### config.mk
export PLATFORM = sky130hd
export DESIGN_NAME = grc_front
export DESIGN_NICKNAME = d
export VERILOG_FILES = /design/src/rtl/grc_pkg.sv /design/src/rtl/grc_front.sv
export SDC_FILE = /design/constraint.sdc
export NUM_CORES = 1
export LEC_CHECK = 0
export BUFFER_PORTS_ARGS = -buffer_cell sky130_fd_sc_hd__buf_2
export CELL_PAD_IN_SITES_DETAIL_PLACEMENT = 1
export CELL_PAD_IN_SITES_GLOBAL_PLACEMENT = 1
export CORE_ASPECT_RATIO = 2
export CORE_MARGIN = 1
export CORE_UTILIZATION = 54
export CTS_CLUSTER_DIAMETER = 40
export CTS_CLUSTER_SIZE = 16
export DETAILED_ROUTE_END_ITERATION = 10
export PLACE_DENSITY_LB_ADDON = 0.1
export SLEW_MARGIN = 20
export SYNTH_ARGS = -nofsm -noshare
export SYNTH_HDL_FRONTEND = slang
export SYNTH_SLANG_ARGS = --single-unit
export TNS_END_PERCENT = 30
### constraint.sdc
create_clock -name i_clk -period 6.6 [get_ports i_clk]
set_clock_uncertainty 0.05 [all_clocks]
set_input_delay 0.33 -clock i_clk [delete_from_list [all_inputs] [get_ports i_clk]]
set_output_delay 0.33 -clock i_clk [all_outputs]
set_load 0.05 [all_outputs]
### src/rtl/grc_pkg.sv
// grc_pkg: shared types, constants and helper functions of the grid ray caster.
// No dependencies; every other rtl file imports it.
`timescale 1ns / 1ps
`default_nettype none

package grc_pkg;

    localparam int GRID_COLS_DEF  = 32;
    localparam int GRID_ROWS_DEF  = 16;
    localparam int TILE_SHIFT_DEF = 6;

    localparam int MAP_DEPTH = 512;
    localparam int MAP_AW    = 9;
    localparam int CFG_W     = 19;

    localparam int QDEPTH = 4;
    localparam int QAW    = 2;

    localparam int CORDIC_STEPS = 14;
    localparam int DIV_BITS     = 32;
    localparam int ROOT_BITS    = 20;

    localparam logic signed [17:0] CORDIC_GAIN = 18'sd9949;
    localparam logic [24:0]        SLOPE_MAX   = 25'h1000000;
    localparam logic [19:0]        NO_HIT_DIST = 20'hFFFFF;

    localparam logic FUNC_WRITE = 1'b0;
    localparam logic FUNC_CAST  = 1'b1;

    localparam logic [1:0] CFG_VIEWER_X     = 2'd0;
    localparam logic [1:0] CFG_VIEWER_Y     = 2'd1;
    localparam logic [1:0] CFG_WORLD_WIDTH  = 2'd2;
    localparam logic [1:0] CFG_WORLD_HEIGHT = 2'd3;

    typedef struct packed {
        logic        func;
        logic [8:0]  cell_index;
        logic [3:0]  cell_value;
        logic [15:0] ray_angle;
        logic [9:0]  strip_index;
    } t_in_item;

    typedef struct packed {
        logic [19:0] hit_distance;
        logic [18:0] hit_x;
        logic [18:0] hit_y;
        logic [3:0]  wall_code;
        logic        hit_vertical;
        logic        facing_down;
        logic        facing_right;
        logic        no_hit;
        logic [9:0]  strip_out;
    } t_out_item;

    typedef struct packed {
        logic [18:0] viewer_x;
        logic [18:0] viewer_y;
        logic [10:0] world_width;
        logic [10:0] world_height;
    } t_cfg;

    // classified command, as held in the queue between front and back
    typedef struct packed {
        logic               is_cast;
        logic [8:0]         cell_index;
        logic [3:0]         cell_value;
        logic [9:0]         strip;
        logic               down;
        logic               right;
        logic               flip;
        logic signed [17:0] z0;
    } t_cmd;

    typedef struct packed {
        logic clearing;
        logic take;
    } t_back_stat;

    typedef enum logic [3:0] {
        B_CLEAR, B_IDLE, B_CORD, B_DIV, B_PREP, B_START,
        B_WCHK, B_WRD, B_SQX, B_SQY, B_SQRT, B_OUT
    } t_bstate;

    // arctangent of 2^-i in units of 1/65536 turn
    function automatic logic signed [17:0] atan_turn(input logic [3:0] i);
        logic signed [17:0] a;
        case (i)
            4'd0:    a = 18'sd8192;
            4'd1:    a = 18'sd4836;
            4'd2:    a = 18'sd2555;
            4'd3:    a = 18'sd1297;
            4'd4:    a = 18'sd651;
            4'd5:    a = 18'sd326;
            4'd6:    a = 18'sd163;
            4'd7:    a = 18'sd81;
            4'd8:    a = 18'sd41;
            4'd9:    a = 18'sd20;
            4'd10:   a = 18'sd10;
            4'd11:   a = 18'sd5;
            4'd12:   a = 18'sd3;
            4'd13:   a = 18'sd1;
            default: a = 18'sd0;
        endcase
        return a;
    endfunction

    // arithmetic shift that truncates toward zero
    function automatic logic signed [17:0] shr0(input logic signed [17:0] v,
                                                 input logic [3:0] s);
        logic [17:0] mag;
        mag = v[17] ? 18'(-v) : 18'(v);
        mag = mag >> s;
        return v[17] ? -$signed(mag) : $signed(mag);
    endfunction

endpackage

`default_nettype wire

### src/rtl/grc_front.sv
// grc_front: accepts input beats, classifies them and queues them for the back end.
// Depends on grc_pkg.
`timescale 1ns / 1ps
`default_nettype none

module grc_front (
    input  logic                  i_clk,
    input  logic                  i_rst_n,
    input  logic                  push,
    output logic                  full,
    input  grc_pkg::t_in_item     i_item,
    input  grc_pkg::t_back_stat   i_stat,
    output logic                  o_cmd_valid,
    output grc_pkg::t_cmd         o_cmd
);
    import grc_pkg::*;

    t_cmd             r_q [QDEPTH];
    logic [QAW-1:0]   r_wp, r_rp;
    logic [QAW:0]     r_count;
    logic [QAW-1:0]   n_wp, n_rp;
    logic [QAW:0]     n_count;
    logic             wr, rd;
    t_cmd             cmd_in;
    logic [15:0]      ang;

    // quadrant fold for the CORDIC and the facing flags
    always_comb begin
        ang               = i_item.ray_angle;
        cmd_in.is_cast    = (i_item.func == FUNC_CAST);
        cmd_in.cell_index = i_item.cell_index;
        cmd_in.cell_value = i_item.cell_value;
        cmd_in.strip      = i_item.strip_index;
        cmd_in.down       = (ang != 16'd0) && (ang < 16'd32768);
        cmd_in.right      = (ang < 16'd16384) || (ang > 16'd49152);
        if (ang >= 16'd16384 && ang < 16'd49152) begin
            cmd_in.z0   = $signed({2'b00, ang}) - 18'sd32768;
            cmd_in.flip = 1'b1;
        end else if (ang < 16'd16384) begin
            cmd_in.z0   = $signed({2'b00, ang});
            cmd_in.flip = 1'b0;
        end else begin
            cmd_in.z0   = $signed({2'b00, ang}) - 18'sd65536;
            cmd_in.flip = 1'b0;
        end
    end

    assign full        = (r_count == (QAW+1)'(QDEPTH)) || i_stat.clearing;
    assign wr          = push && !full;
    assign rd          = i_stat.take;
    assign o_cmd_valid = (r_count != '0);
    assign o_cmd       = r_q[r_rp];

    always_comb begin
        n_wp    = wr ? r_wp + 1'b1 : r_wp;
        n_rp    = rd ? r_rp + 1'b1 : r_rp;
        n_count = r_count;
        if (wr && !rd) begin
            n_count = r_count + 1'b1;
        end else if (rd && !wr) begin
            n_count = r_count - 1'b1;
        end
    end

    always_ff @(posedge i_clk) begin
        if (!i_rst_n) begin
            r_wp    <= '0;
            r_rp    <= '0;
            r_count <= '0;
        end else begin
            r_wp    <= n_wp;
            r_rp    <= n_rp;
            r_count <= n_count;
        end
    end

    always_ff @(posedge i_clk) begin
        if (wr) begin
            r_q[r_wp] <= cmd_in;
        end
    end

    a_count_bound: assert property (@(posedge i_clk) disable iff (!i_rst_n)
        r_count <= (QAW+1)'(QDEPTH))
        else $error("queue count beyond depth");

    a_count_inc: assert property (@(posedge i_clk) disable iff (!i_rst_n)
        ($past(i_rst_n) && $past(wr) && !$past(rd)) |-> r_count == $past(r_count) + 1'b1)
        else $error("queue count did not follow a write");

endmodule

`default_nettype wire

## Word level (Yosys, flattened, before mapping)

Memory sizes are Yosys's and may differ from the RTL's. A register that Yosys moved wholly into a read port is not among the register bits.
Cells that the tools add are included.

- Equality and inequality tests: 1
- $add $sub $neg: 6
- Mux-type cells: 8
- $lt $le $gt $ge: 5
- Reduce and logical (&&, ||, !) cells: 13

Operator list:

| kind | number |
|---|---|
| < comparator 16 bit, second input constant | 2 |
| 2-to-1 mux 19 bit | 1 |
| 2-to-1 mux 18 bit | 1 |
| subtractor 16 x 17 -> 18 bit, second input constant | 1 |
| subtractor 16 x 16 -> 17 bit, second input constant | 1 |
| >= comparator 16 x 15 -> 1 bit, second input constant | 1 |
| > comparator 16 bit, second input constant | 1 |
| < comparator 16 x 15 -> 1 bit, second input constant | 1 |
| nonzero test 16 bit | 1 |
| 2-to-1 mux 3 bit | 2 |
| logical AND 1 bit | 5 |
| adder 2 x 1 -> 2 bit, second input constant | 2 |
| 2-to-1 mux 2 bit | 2 |
| adder 3 x 1 -> 3 bit, second input constant | 1 |
| == test 3 bit, second input constant | 1 |
| zero test 1 bit | 3 |
| nonzero test 3 bit | 1 |
| subtractor 3 x 1 -> 3 bit, second input constant | 1 |
| logical OR 1 bit | 2 |
| 2-to-1 mux 1 bit | 2 |
| nonzero test 2 bit | 1 |

- Register bits: 7
- RAM bits: 180
- Word-level logic and storage cells: 37
- Memories kept: 1
- Input port bits: 45

Memories:

| name | words | bits a word | read ports | clocked after memory_dff | write ports | RTL line | text |
|---|---|---|---|---|---|---|---|
| r_q | 4 | 45 | 1 | 1 | 1 | grc_front.sv:18 | `t_cmd r_q [QDEPTH];` |

## Depth between registers and ports, before layout

- Depth after elaboration: 8
- Depth in mapped cells: 8

## Least setup slack after synthesis

OpenSTA, ideal clock, no wires.

- Kind: reg2reg
- Start: register r_count[0]
- End: memory r_q[0][0] in the netlist's numbering, enable pin
- Setup slack: 4.302 ns
- Cell stages (with the launch flop): 4
- Required time: 6.144 ns
- Arrival: 1.842 ns
- Cell sequence: dfxtp_1 -> nor2_1 -> a21oi_2 -> and2_1

- Longest elaborated chain between the ends: 6

RTL lines:

| what | RTL line | text |
|---|---|---|
| start: declaration | grc_front.sv:20 | `logic [QAW:0] r_count;` |
| start signal: assignment | grc_front.sv:73 | `r_count <= n_count;` |
| == test 3 bit | grc_front.sv:48 | `assign full = (r_count == (QAW+1)'(QDEPTH)) \|\| i_stat.clearing;` |
| logical OR 1 bit | grc_front.sv:48 |  |
| zero test 1 bit | grc_front.sv:49 | `assign wr = push && !full;` |
| logical AND 1 bit | grc_front.sv:49 |  |
| net wr | grc_front.sv:23 | `logic wr, rd;` |
| 2-to-1 mux 1 bit | grc_front.sv:78 | `if (wr) begin` |
| 2-to-1 mux 1 bit (implied by the code) | grc_front.sv:79 | `r_q[r_wp] <= cmd_in;` |
| end: declaration | grc_front.sv:18 |  |

The timed path passes the listed nets, and every way through them passes these cells.

==> impl_results.rst <==
.. list-table::
   :header-rows: 1

   * - Metric
     - Value
   * - Maximum fanout count along the critical path
     - 44
   * - Antenna-violating nets left
     - 0
   * - Combined flip-flop and latch cell area
     - about 5500 µm²
   * - Portion of synthesized cell area occupied by the leading cell type
     - 75.5%
   * - Weighted congestion reported at the end of routability-driven placement
     - around 0.67
   * - Async set-or-reset flop fraction in the synthesized netlist
     - 0%
   * - Number of cells on the critical path
     - 2
   * - Fin Setup TNS
     - 0 ps
   * - Syn nets
     - 349
   * - Most area-consuming cells after synthesis
     - edfxtp_1 76%, mux4_2 13%, dfxtp_1 2.6%
   * - Number of flops mapped to enable cells by yosys
     - between 150 and 200
   * - Postcts setup bufs
     - 0
   * - Detailed-route vias per instance
     - 5.66
   * - Largest stage delay on the critical path
     - a little over 900 ps
   * - TritonCTS clock tree
     - yes
   * - Warning count from the yosys run
     - 0
   * - Hold-fix buffers, CTS
     - 0
   * - Share of final-layout standard cells stronger than drive strength 1
     - 41.8%
   * - Worst r2r dst
     - r_count[2]
   * - Total count of max-transition violations in the final report
     - 0
   * - Library cell occupying the most area in the post-synthesis netlist
     - edfxtp_1
   * - R2r worst-path depth
     - 8
   * - Part of the cycle the worst path needs
     - 40.3%
   * - Most frequently used cell type in the post-synthesis netlist
     - edfxtp_1
   * - Slew Limit Headroom
     - 41.0%
   * - Insertion delay of the later-clocked pin in the worst-skew pair
     - 420 ps
   * - Clock transition at the registers of the reported paths
     - 70 ps
   * - Combined area of all synthesized cells
     - 7000 µm²
   * - Reg2reg start
     - r_count[0]
   * - PwrDens
     - 332 nW/µm²
   * - DIE AREA
     - 13400 µm²
   * - Total global routing overflow
     - 0
   * - WL/cell
     - 23.0 µm
   * - Count of port buffers added during placement
     - 91
   * - List of cells traversed by the critical path
     - mux4_1, buf_2
   * - Net count, final
     - 452
   * - Wire length reported by the detailed router
     - 12900 µm
   * - Area of the multi-input gates
     - 1390 µm²
   * - Gate count of the mapped netlist
     - 295
   * - # fillers
     - 1080
   * - Kind of cell adding the most delay to the critical path
     - flip-flops
   * - Required @ worst endpoint
     - just over 6000 ps
   * - Post-Place Cell Area
     - approximately 7600 µm²
   * - Drt pass-1 iters
     - 4
   * - Root buf cell
     - clkbuf_16
   * - Placed wire-length estimate
     - 7820 µm
   * - First-pass GRT wire length
     - 19700 µm
   * - Die span in x
     - 82.5 µm
   * - Clock buffer depth
     - 2
   * - Violation count after the first detailed-route iteration
     - 223
   * - Post-synthesis sequential area ratio
     - around four fifths
   * - Clock sinks
     - between 150 and 200
   * - Classification of the worst-slack hold path
     - in -> reg
   * - Number of endpoints with negative hold slack in the final report
     - 0
   * - CP max-delay cell
     - dfxtp_4
   * - Via count of the first global-routing pass
     - approximately 3600
   * - Min-Delay Path Depth
     - 1
   * - Post-Synthesis Mean Instance Area
     - approximately 24 µm²
   * - Area added between synthesis and finish
     - 16.3%
   * - Post-synth top cells
     - 176 x edfxtp_1, 40 x mux4_2, 9 x dfxtp_1
   * - Post-route minimum period
     - 2660 ps
   * - Final setup viols
     - 0
   * - Unrepaired setup endpoints after global routing
     - false
   * - Crit Path Category
     - reg -> out
   * - Register bit count reported by yosys
     - 185
   * - Outcome
     - finished clean
   * - Number of resized instances in the post-cts repair step
     - 0
   * - Worst min-delay path endpoint
     - r_q[3][37]
   * - Worst min-delay path startpoint
     - i_item[32]
   * - Number of max-cap violations
     - 0
   * - Most used flip-flop cell after synthesis
     - edfxtp_1
   * - Total CTS buffers
     - 17
   * - # IOs
     - 92
   * - Final non-filler cell area
     - 8140 µm²
   * - Pin slew with the least headroom to its limit
     - roughly 890 ps
   * - Maximum clock frequency
     - 0.376 GHz
   * - Remaining routing DRC violations
     - 0
   * - # rows
     - slightly below 60
   * - CP bufs+invs
     - 1
   * - Leakage power summed over all cells
     - approximately 2.8 nW
   * - Total number of vias
     - approximately 3200
   * - Arrival time at the worst endpoint
     - 2280 ps
   * - Maximum number of pins on one net before global-route repair
     - 45
   * - Endpoint class of the critical path
     - primary output
   * - Reg-to-reg slack, setup
     - approximately 4300 ps
   * - Number of distinct library cells after synthesis
     - 29
   * - Final worst-path setup slack
     - a little under 4000 ps
   * - Y dimension of the die
     - 163 µm
   * - Worst Setup Slack post-DPL
     - 4200 ps
   * - Initial antenna violation count
     - 0
   * - Diode insertion count for antenna repair
     - 0
   * - Starting Density
     - 55.4%
   * - Total track usage
     - 21.2%
   * - Maximum resistive drop on vdd
     - 0.191 mV
   * - Floorplan core area
     - about 13000 µm²
   * - Type of element launching the critical path
     - register
   * - Clock H-tree levels
     - 4
## worst max-delay path by stage
stage | startpoint | end | slack [ps]
6_report | register | o_cmd[39] | 3940
5_1_grt | register | o_cmd[39] | 3790
4_1_cts | register | o_cmd[39] | 3870
3_5_place_dp | i_stat[1] | r_count[2] | 4200
3_3_place_gp | i_stat[1] | r_q[2][38] | 4290
2_1_floorplan | r_count[0] | r_q[0][0] | 4300
## sequential cells by signal, summed over array words and instances, names as in the netlist, named ones only
signal	cells
r_count	3
r_q	176
r_wp	2
r_rp	2
## cell type report
class / count / area share (%)
clock buffers: 19 / 5.32
well taps: 150 / 2.31
repair buffers: 96 / 6.06
multi-input cells: 91 / 17.0
flip-flops and latches: 185 / 67.2
inverters: 7 / 0.323
clock inverters: 13 / 1.77
## per-stage QoR
stage	power (mW)	util, %	instances	hold slack [ps]
floorplan	1.67	-	295	379
finish	2.71	64.5	561	73.4
CTS	2.73	64.5	561	57.6
global placement	1.74	59.9	529	440
detailed placement	1.75	59.9	529	458
global route	2.79	64.5	561	68.0
## report_power, final
group / switching [mW] / internal, mW
combinational: 0.247 / 0.113
sequential: 0.0303 / 1.33
clock: 0.423 / 0.561
## placed cells by master, fill, tap and decap left out, types with 4 or more instances in the layout
cell type	Yosys	layout
nand2_1	5	5
ha_1	8	8
clkbuf_16	0	17
and2_1	8	4
inv_1	7	7
mux4_1	4	4
mux4_2	40	40
buf_4	1	5
buf_2	4	91
mux2i_1	4	4
dfxtp_1	9	7
and2_2	0	4
edfxtp_1	176	176
## cell families after synthesis
| family | Yosys count | synth area share [%] |
|---|---|---|
| multiplexers | 48 | 14.9 |
| adder cells (fa/ha/maj) | 9 | 1.72 |
| AND/OR/NAND/NOR | 23 | 1.81 |
| flip-flops | 185 | 78.1 |
| AO/OA/AOI/OAI | 6 | 0.626 |
| XOR/XNOR | 5 | 0.626 |
| buffers and inverters | 19 | 2.20 |
## layer usage
metal / global-route usage, % / vias up / share of wire, %
met5: 0 / - / 0
met4: 7.45 / 0 / 1.1
met3: 4.59 / 11 / 3.6
met2: 38.2 / 81 / 58
met1: 24.0 / 1657 / 38
li1: - / 1429 / -
(Power assumes the default switching activity.)
